--- config.mk ---
export PLATFORM = sky130hd
export DESIGN_NAME = timeout_queue_one_shot_periodic
export DESIGN_NICKNAME = d
export VERILOG_FILES = /design/src/tq_pkg.sv /design/src/tq_slot_mem.sv /design/src/tq_order_cmp.sv /design/src/timeout_queue_one_shot_periodic.sv
export SDC_FILE = /design/constraint.sdc
export NUM_CORES = 2
export LEC_CHECK = 0
export ABC_AREA = 1
export BUFFER_PORTS_ARGS = -buffer_cell sky130_fd_sc_hd__buf_2
export CORE_MARGIN = 1
export CORE_UTILIZATION = 47
export CTS_CLUSTER_SIZE = 10
export DETAILED_ROUTE_END_ITERATION = 12
export PLACE_DENSITY = 0.74
export REMOVE_ABC_BUFFERS = 1
export SETUP_SLACK_MARGIN = 0.15
export SYNTH_ARGS = -nofsm -noshare
export SYNTH_HDL_FRONTEND = slang
export SYNTH_HIERARCHICAL = 1
export SYNTH_SLANG_ARGS = --single-unit
--- constraint.sdc ---
create_clock -name clk -period 14.81 [get_ports clk]
set_input_delay 1.481 -clock clk [delete_from_list [all_inputs] [get_ports clk]]
set_output_delay 1.481 -clock clk [all_outputs]
set_load 0.01 [all_outputs]
--- src/tq_pkg.sv ---
// shared types, constants and helpers for the timer queue
// no dependencies; imported by every module of the block
package tq_pkg;

  localparam int TQ_ENTRIES = 16;

  localparam logic [1:0] KIND_ADD   = 2'd0;
  localparam logic [1:0] KIND_CLEAR = 2'd1;
  localparam logic [1:0] KIND_CHECK = 2'd2;

  // one stored timer
  typedef struct packed {
    logic [15:0] id;
    logic [31:0] due;
    logic [23:0] period;
    logic        repeats;
    logic [31:0] order;
  } slot_t;

  // ordering key: due time, then age since insertion
  typedef struct packed {
    logic [31:0] due;
    logic [31:0] age;
  } key_t;

  function automatic logic [31:0] sat_add32(input logic [31:0] a, input logic [31:0] b);
    logic [32:0] s;
    s = {1'b0, a} + {1'b0, b};
    return s[32] ? 32'hFFFF_FFFF : s[31:0];
  endfunction

endpackage

--- src/tq_slot_mem.sv ---
// slot storage of the timer queue: one write port, one registered read port
// depends on tq_pkg for slot_t
module tq_slot_mem import tq_pkg::*; #(
  parameter int ENTRIES = TQ_ENTRIES,
  localparam int IDX_W = $clog2(ENTRIES)
) (
  input  logic             clk,
  input  logic             wr_en,
  input  logic [IDX_W-1:0] wr_addr,
  input  slot_t            wr_data,
  input  logic [IDX_W-1:0] rd_addr,
  output slot_t            rd_data
);

  slot_t mem [ENTRIES];
  slot_t rd_data_r;

  always_ff @(posedge clk) begin
    if (wr_en) begin
      mem[wr_addr] <= wr_data;
    end
    rd_data_r <= mem[rd_addr];
  end

  assign rd_data = rd_data_r;

endmodule

--- src/tq_order_cmp.sv ---
// ordering unit shared by every scan step: earlier due time, then older stamp
// depends on tq_pkg for slot_t and key_t
module tq_order_cmp import tq_pkg::*; (
  input  slot_t       cand,
  input  logic [31:0] insert_count,
  input  key_t        best_key,
  output key_t        cand_key,
  output logic        goes_first
);

  always_comb begin
    cand_key.due = cand.due;
    cand_key.age = insert_count - cand.order;
    if (cand_key.due != best_key.due) begin
      goes_first = cand_key.due < best_key.due;
    end else begin
      goes_first = cand_key.age > best_key.age;
    end
  end

endmodule

--- src/timeout_queue_one_shot_periodic.sv ---
// timer queue top level: sequencer, valid bits, counters and result register
// depends on tq_pkg, tq_slot_mem and tq_order_cmp
//
// channel  dir  ports                              payload
// in       in   in_tvalid in_tready in_tdata/tuser kind, now_ms, duration_ms, periodic, timer_id
// out      out  out_tvalid out_tready out_tdata    status, new_id, fired, fired_id, fired_periodic
//
// add, clear and check sweep the slot memory one entry per cycle; out_tvalid rises
// once the sweep and then ST_FIN are done, and kind 3 goes straight to ST_FIN
// the sweep rate is set by the single read port of the slot memory
// one transaction at a time: in_tready is high only while no work or result is pending
// a stalled result holds in the output register until out_tready
// reset clears the valid bits, the id and insertion counters and all handshakes
module timeout_queue_one_shot_periodic import tq_pkg::*; #(
  parameter int ENTRIES = TQ_ENTRIES
) (
  input  logic        clk,
  input  logic        rst_n,
  input  logic        in_tvalid,
  output logic        in_tready,
  input  logic [79:0] in_tdata,   // now_ms, duration_ms, periodic, timer_id, zero pad
  input  logic [1:0]  in_tuser,   // kind
  output logic        out_tvalid,
  input  logic        out_tready,
  output logic [39:0] out_tdata   // status, new_id, fired, fired_id, fired_periodic, zero pad
);

  localparam int IDX_W = $clog2(ENTRIES);
  localparam int CNT_W = IDX_W + 1;

  localparam logic [1:0] ST_IDLE = 2'd0;
  localparam logic [1:0] ST_SCAN = 2'd1;
  localparam logic [1:0] ST_FIN  = 2'd2;
  localparam logic [1:0] ST_OUT  = 2'd3;

  logic [1:0]         state_r, state_nxt;
  logic [CNT_W-1:0]   iss_r, iss_nxt;
  logic               rd_vld_r, rd_vld_nxt;
  logic [IDX_W-1:0]   rd_idx_r;
  logic [ENTRIES-1:0] valid_r, valid_nxt;
  logic [15:0]        next_id_r, next_id_nxt;
  logic [31:0]        ins_cnt_r, ins_cnt_nxt;
  logic               out_valid_r, out_valid_nxt;

  logic [1:0]         kind_r, kind_nxt;
  logic [31:0]        now_r, now_nxt;
  logic [23:0]        dur_r, dur_nxt;
  logic               per_r, per_nxt;
  logic [15:0]        tid_r, tid_nxt;
  logic               free_found_r, free_found_nxt;
  logic [IDX_W-1:0]   free_idx_r, free_idx_nxt;
  logic               best_found_r, best_found_nxt;
  logic [IDX_W-1:0]   best_idx_r, best_idx_nxt;
  slot_t              best_r, best_nxt;
  key_t               best_key_r, best_key_nxt;

  logic               res_status_r, res_status_nxt;
  logic [15:0]        res_new_id_r, res_new_id_nxt;
  logic               res_fired_r, res_fired_nxt;
  logic [15:0]        res_fired_id_r, res_fired_id_nxt;
  logic               res_fper_r, res_fper_nxt;

  logic               wr_en;
  logic [IDX_W-1:0]   wr_addr;
  slot_t              wr_data;
  slot_t              rd_data;
  key_t               cand_key;
  logic               cand_first;
  logic [31:0]        sum_a, sum_b, sum_sat;
  logic               in_fire;

  tq_slot_mem #(.ENTRIES(ENTRIES)) u_mem (
    .clk     (clk),
    .wr_en   (wr_en),
    .wr_addr (wr_addr),
    .wr_data (wr_data),
    .rd_addr (iss_r[IDX_W-1:0]),
    .rd_data (rd_data)
  );

  tq_order_cmp u_cmp (
    .cand         (rd_data),
    .insert_count (ins_cnt_r),
    .best_key     (best_key_r),
    .cand_key     (cand_key),
    .goes_first   (cand_first)
  );

  assign in_tready  = (state_r == ST_IDLE);
  assign in_fire    = in_tvalid && in_tready;
  assign out_tvalid = out_valid_r;
  assign out_tdata  = {5'b0, res_fper_r, res_fired_id_r, res_fired_r, res_new_id_r,
                       res_status_r};

  // one saturating adder: new due time on add, rearm due time on check
  always_comb begin
    if (kind_r == KIND_ADD) begin
      sum_a = now_r;
      sum_b = {8'b0, dur_r};
    end else begin
      sum_a = best_r.due;
      sum_b = {8'b0, best_r.period};
    end
    sum_sat = sat_add32(sum_a, sum_b);
  end

  always_comb begin
    state_nxt        = state_r;
    iss_nxt          = iss_r;
    rd_vld_nxt       = 1'b0;
    valid_nxt        = valid_r;
    next_id_nxt      = next_id_r;
    ins_cnt_nxt      = ins_cnt_r;
    out_valid_nxt    = out_valid_r;
    kind_nxt         = kind_r;
    now_nxt          = now_r;
    dur_nxt          = dur_r;
    per_nxt          = per_r;
    tid_nxt          = tid_r;
    free_found_nxt   = free_found_r;
    free_idx_nxt     = free_idx_r;
    best_found_nxt   = best_found_r;
    best_idx_nxt     = best_idx_r;
    best_nxt         = best_r;
    best_key_nxt     = best_key_r;
    res_status_nxt   = res_status_r;
    res_new_id_nxt   = res_new_id_r;
    res_fired_nxt    = res_fired_r;
    res_fired_id_nxt = res_fired_id_r;
    res_fper_nxt     = res_fper_r;
    wr_en            = 1'b0;
    wr_addr          = best_idx_r;
    wr_data          = best_r;

    case (state_r)
      ST_IDLE: begin
        if (in_fire) begin
          kind_nxt       = in_tuser;
          now_nxt        = in_tdata[31:0];
          dur_nxt        = in_tdata[55:32];
          per_nxt        = in_tdata[56];
          tid_nxt        = in_tdata[72:57];
          iss_nxt        = '0;
          free_found_nxt = 1'b0;
          best_found_nxt = 1'b0;
          if (in_tuser == KIND_ADD || in_tuser == KIND_CLEAR || in_tuser == KIND_CHECK) begin
            state_nxt = ST_SCAN;
          end else begin
            state_nxt = ST_FIN;
          end
        end
      end
      ST_SCAN: begin
        // issue reads; data comes back in the next cycle tagged by rd_idx_r
        if (iss_r < CNT_W'(ENTRIES)) begin
          rd_vld_nxt = 1'b1;
          iss_nxt    = iss_r + 1'b1;
        end
        if (rd_vld_r) begin
          case (kind_r)
            KIND_ADD: begin
              if (!valid_r[rd_idx_r] && !free_found_r) begin
                free_found_nxt = 1'b1;
                free_idx_nxt   = rd_idx_r;
              end
            end
            KIND_CLEAR: begin
              if (valid_r[rd_idx_r] && rd_data.id == tid_r) begin
                valid_nxt[rd_idx_r] = 1'b0;
              end
            end
            KIND_CHECK: begin
              if (valid_r[rd_idx_r] && (!best_found_r || cand_first)) begin
                best_found_nxt = 1'b1;
                best_idx_nxt   = rd_idx_r;
                best_nxt       = rd_data;
                best_key_nxt   = cand_key;
              end
            end
            default: begin
            end
          endcase
          if (rd_idx_r == IDX_W'(ENTRIES - 1)) begin
            state_nxt = ST_FIN;
          end
        end
      end
      ST_FIN: begin
        res_status_nxt   = 1'b0;
        res_new_id_nxt   = '0;
        res_fired_nxt    = 1'b0;
        res_fired_id_nxt = '0;
        res_fper_nxt     = 1'b0;
        case (kind_r)
          KIND_ADD: begin
            if (free_found_r) begin
              wr_en                  = 1'b1;
              wr_addr                = free_idx_r;
              wr_data.id             = next_id_r;
              wr_data.due            = sum_sat;
              wr_data.period         = dur_r;
              wr_data.repeats        = per_r;
              wr_data.order          = ins_cnt_r;
              valid_nxt[free_idx_r]  = 1'b1;
              res_new_id_nxt         = next_id_r;
              next_id_nxt            = next_id_r + 1'b1;
              ins_cnt_nxt            = ins_cnt_r + 1'b1;
            end else begin
              res_status_nxt = 1'b1;
            end
          end
          KIND_CHECK: begin
            if (best_found_r && now_r >= best_r.due) begin
              res_fired_nxt    = 1'b1;
              res_fired_id_nxt = best_r.id;
              if (best_r.repeats) begin
                res_fper_nxt  = 1'b1;
                wr_en         = 1'b1;
                wr_addr       = best_idx_r;
                wr_data.due   = sum_sat;
                wr_data.order = ins_cnt_r;
                ins_cnt_nxt   = ins_cnt_r + 1'b1;
              end else begin
                valid_nxt[best_idx_r] = 1'b0;
              end
            end
          end
          default: begin
          end
        endcase
        out_valid_nxt = 1'b1;
        state_nxt     = ST_OUT;
      end
      ST_OUT: begin
        if (out_tready) begin
          out_valid_nxt = 1'b0;
          state_nxt     = ST_IDLE;
        end
      end
      default: begin
        state_nxt = ST_IDLE;
      end
    endcase
  end

  always_ff @(posedge clk) begin
    if (!rst_n) begin
      state_r     <= ST_IDLE;
      rd_vld_r    <= 1'b0;
      valid_r     <= '0;
      next_id_r   <= '0;
      ins_cnt_r   <= '0;
      out_valid_r <= 1'b0;
    end else begin
      state_r     <= state_nxt;
      rd_vld_r    <= rd_vld_nxt;
      valid_r     <= valid_nxt;
      next_id_r   <= next_id_nxt;
      ins_cnt_r   <= ins_cnt_nxt;
      out_valid_r <= out_valid_nxt;
    end
  end

  always_ff @(posedge clk) begin
    iss_r          <= iss_nxt;
    rd_idx_r       <= iss_r[IDX_W-1:0];
    kind_r         <= kind_nxt;
    now_r          <= now_nxt;
    dur_r          <= dur_nxt;
    per_r          <= per_nxt;
    tid_r          <= tid_nxt;
    free_found_r   <= free_found_nxt;
    free_idx_r     <= free_idx_nxt;
    best_found_r   <= best_found_nxt;
    best_idx_r     <= best_idx_nxt;
    best_r         <= best_nxt;
    best_key_r     <= best_key_nxt;
    res_status_r   <= res_status_nxt;
    res_new_id_r   <= res_new_id_nxt;
    res_fired_r    <= res_fired_nxt;
    res_fired_id_r <= res_fired_id_nxt;
    res_fper_r     <= res_fper_nxt;
  end

`ifndef SYNTHESIS
  a_no_accept_with_result: assert property (@(posedge clk) disable iff (!rst_n)
    out_tvalid |-> !in_tready)
    else $error("input taken while a result is pending");

  a_read_only_in_scan: assert property (@(posedge clk) disable iff (!rst_n)
    rd_vld_r |-> state_r == ST_SCAN)
    else $error("slot read data returned outside a sweep");

  a_add_sets_valid: assert property (@(posedge clk) disable iff (!rst_n)
    (state_r == ST_FIN && kind_r == KIND_ADD && free_found_r) |=> valid_r[$past(free_idx_r)])
    else $error("added timer not marked valid");

  a_one_add_per_cycle: assert property (@(posedge clk) disable iff (!rst_n)
    $past(rst_n) |-> $countones(valid_r) <= $countones($past(valid_r)) + 1)
    else $error("more than one slot filled in a cycle");
`endif

endmodule
==> results.cfg <==
[critical_path]
cp-end-kind = register
worst-path-buf-inv = 5
path_common_cell = nand2_1
crit_family = simple AND/OR/NAND/NOR gates
critPathArrivalTime_ns = 7.17
worst-path-max-fanout = 62
slowest_stage = buf_4
cp-start-kind = register
slowest_delay_ns = 0.90
required_ns = 15.29
critPathKind = register to register
path_cells = ha_1 > nand2_1 > nor2_1 > nand2_1 > nor2_1 > nor2_1 > nand2_1 > nand2_1 > nand2_2 > buf_4 > nand2_2 > nand2_1 > buf_4 > nand2_2 > inv_2 > buf_4 > nand3_1 > nor2_4 > buf_4

[synthesis]
post-synth-top-count-cell = nand2_1
async_flop_share_pct = 0
synth_cell_type_count = 52
synthTopCellsByCount = 2,991 x nand2_1, 1,974 x edfxtp_1, 1,645 x inv_1
synth_top_flop_cell = edfxtp_1
seq_area_frac_synth_pct = 64.3
synth_top_area_share_pct = 60.6
synth_area_per_cell_um2 = 9.84
synth_area_leaders = edfxtp_1 61%, nand2_1 11%, nand3_1 7.2%
synth-simple-area-share_pct = 20.7
synth.area.mux_share_pct = 0
synth_xor_area_share_pct = 0.699
synth_top_area_cell = edfxtp_1
synth_edf_count = 1974
netlist_instances = 9940
synth_area_mm2 = 0.0978
synth-compound-area-share_pct = 3.17
yosysWarnings = 6
yosys.area_share.adder_pct = 2.06
synth_top_family_by_area = simple AND/OR/NAND/NOR gates
ys_seq_elements = 2151

[timing]
drv_slew = 0
setup_viol = 0
rsz0062_at_grt = no
clock.fmax_mhz = 150
relSlewSlack_pct = 7.69
min_period_over_period_pct = 45.1
fin_skew_ns = 0.0747
layout_setup_ws_ns = 8.13
final.min_clock_period_ns = 6.68
setup_tns_ns = 0
hold_ws_ns = 0.401
worst_pin_slew_ns = 1.38
hold_viol = 0

[outcome]
outcome = finished clean

[detailed_routing]
wl_met1_um = 104000
wl_per_cell_um = 20.4
drt-initial-drc-count = 8265
antenna_left = 0
first_pass_iters = 6
route.met2.wl_um = 124000
vias = 69325
totalWireLength_um = 262000
drc = 0
dr.max_layer_used = met5
vias_per_cell = 5.40
met3_length_um = 22200

[die]
die_x_um = 458
die_area_mm2 = 0.210
initial_core_util_pct = 47.3
rows = 167
io-pin-count = 128
core_mm2 = 0.207
die_h_um = 458

[layout]
synthToLayoutAreaGrowth_pct = 9.91
utilization_pct = 51.9
layout-drive-gt1-share_pct = 5.91
final_area_mm2 = 0.107
final_nets = 10182

[clocking]
postCtsSetupBuffers = 0
cts_resized = 0
clock-sinks = 2151
cts_tree = yes
cts.clk_slew.worst_paths_ns = 0.06
clk-insertion-delay-late_ns = 0.88
ctsRootBufferMaster = clkbuf_16
clock_path_buffers = 3
postCtsHoldBufs = 0
cts_htree_levels = 4
numCtsBuffers = 237

[grt]
globalRouteOverflowTotal = 0
grt_use_total_pct = 24.6
grt_max_degree = 210
grt_pass1_wl_um = 395000
grt_pass1_vias = 67522
antenna_found_initial = 6

[job]
maxCapViolations = 0

[power_and_ir_drop]
p_leak_nw = 45.4
ir_worst_vdd_mv = 0.182
p_per_area_mw_per_mm2 = 172

[worst_hold_path]
min_path_type = register to register

[placement]
preCtsSetupSlack_ns = 8.20
placed_area_mm2 = 0.100
port_buffers = 115
gp_congestion = 0.893
hpwl_um = 141000
cell usage in the layout (no fill, tap or decap), drive strengths merged, types with 6 or more instances in the layout:
cell type	netlist	layout
a21o	9	9
nand4	38	38
xor2	59	59
nand3	1420	1420
a21oi	237	237
edfxtp	1974	1974
xnor2	19	19
nor3	35	35
clkbuf	160	412
a221oi	32	32
inv	1662	1673
or2	6	6
clkinv	3	17
o21ai	258	258
ha	158	158
nor4	12	12
buf	325	238
nand3b	6	6
nand2	3008	3008
nor2	303	303
o21a	6	6
dfxtp	177	177
per-layer routing:
metal,global-route usage [%],vias up
li1,-,32382
met1,32.0,33050
met2,40.5,3258
met3,4.13,631
met4,11.0,4
met5,0,-
cell type report:
class                           count  area, µm²
Antenna cell                        5       12.5
Tap cell                         2704       3380
Clock buffer                      412       6620
Fill cell                       17530      99400
Timing Repair Buffer              238       1710
Clock inverter                     26        378
Inverter                         1665       6280
Multi-Input combinational cell   5643      26300
Sequential cell                  2151      62800
stage by stage:
step                      cells  power [mW]
after CTS                 12839        18.5
after global placement    12401        13.0
final                     12844        18.5
after global routing      12841        19.4
after detailed placement  12401        13.1
after floorplan            9459        12.0
power by group:
group | internal, mW | total [mW] | switching (mW) | leakage [nW]
clock network | 3.03 | 5.37 | 2.34 | 3.32
logic | 1.56 | 5.68 | 4.12 | 22.9
registers | 7.18 | 7.41 | 0.229 | 19.3
path summary, 6_finish.rpt:
path | start | to | slack, ns | depth (start not counted)
min | u_mem/rd_data[39] | best_r[39] | 0.40 | 0
min reg2reg | u_mem/rd_data[39] | best_r[39] | 0.40 | 0
max | now_r[15] | u_mem/mem[15][29] | 8.13 | 19
max reg2reg | now_r[15] | u_mem/mem[15][29] | 8.13 | 19
flip-flops by register name, indices dropped and copies added (netlist names), 24 cells and up:
signal	cells
ins_cnt_r	32
u_mem/rd_data	105
now_r	32
dur_r	24
u_mem/mem	1680
best_r	105
best_key_r	64
cells by family (layout without fill, tap and decap cells):
group / count (synthesis) / count (layout)
flops: 2151 / 2151
xor+xnor: 78 / 78
compound gates: 569 / 569
fa+ha+maj: 160 / 160
other cells: 1 / 10
buf+inv: 2150 / 2341
simple gates: 4831 / 4831
No activity file was read; power rests on OpenSTA's default activity.
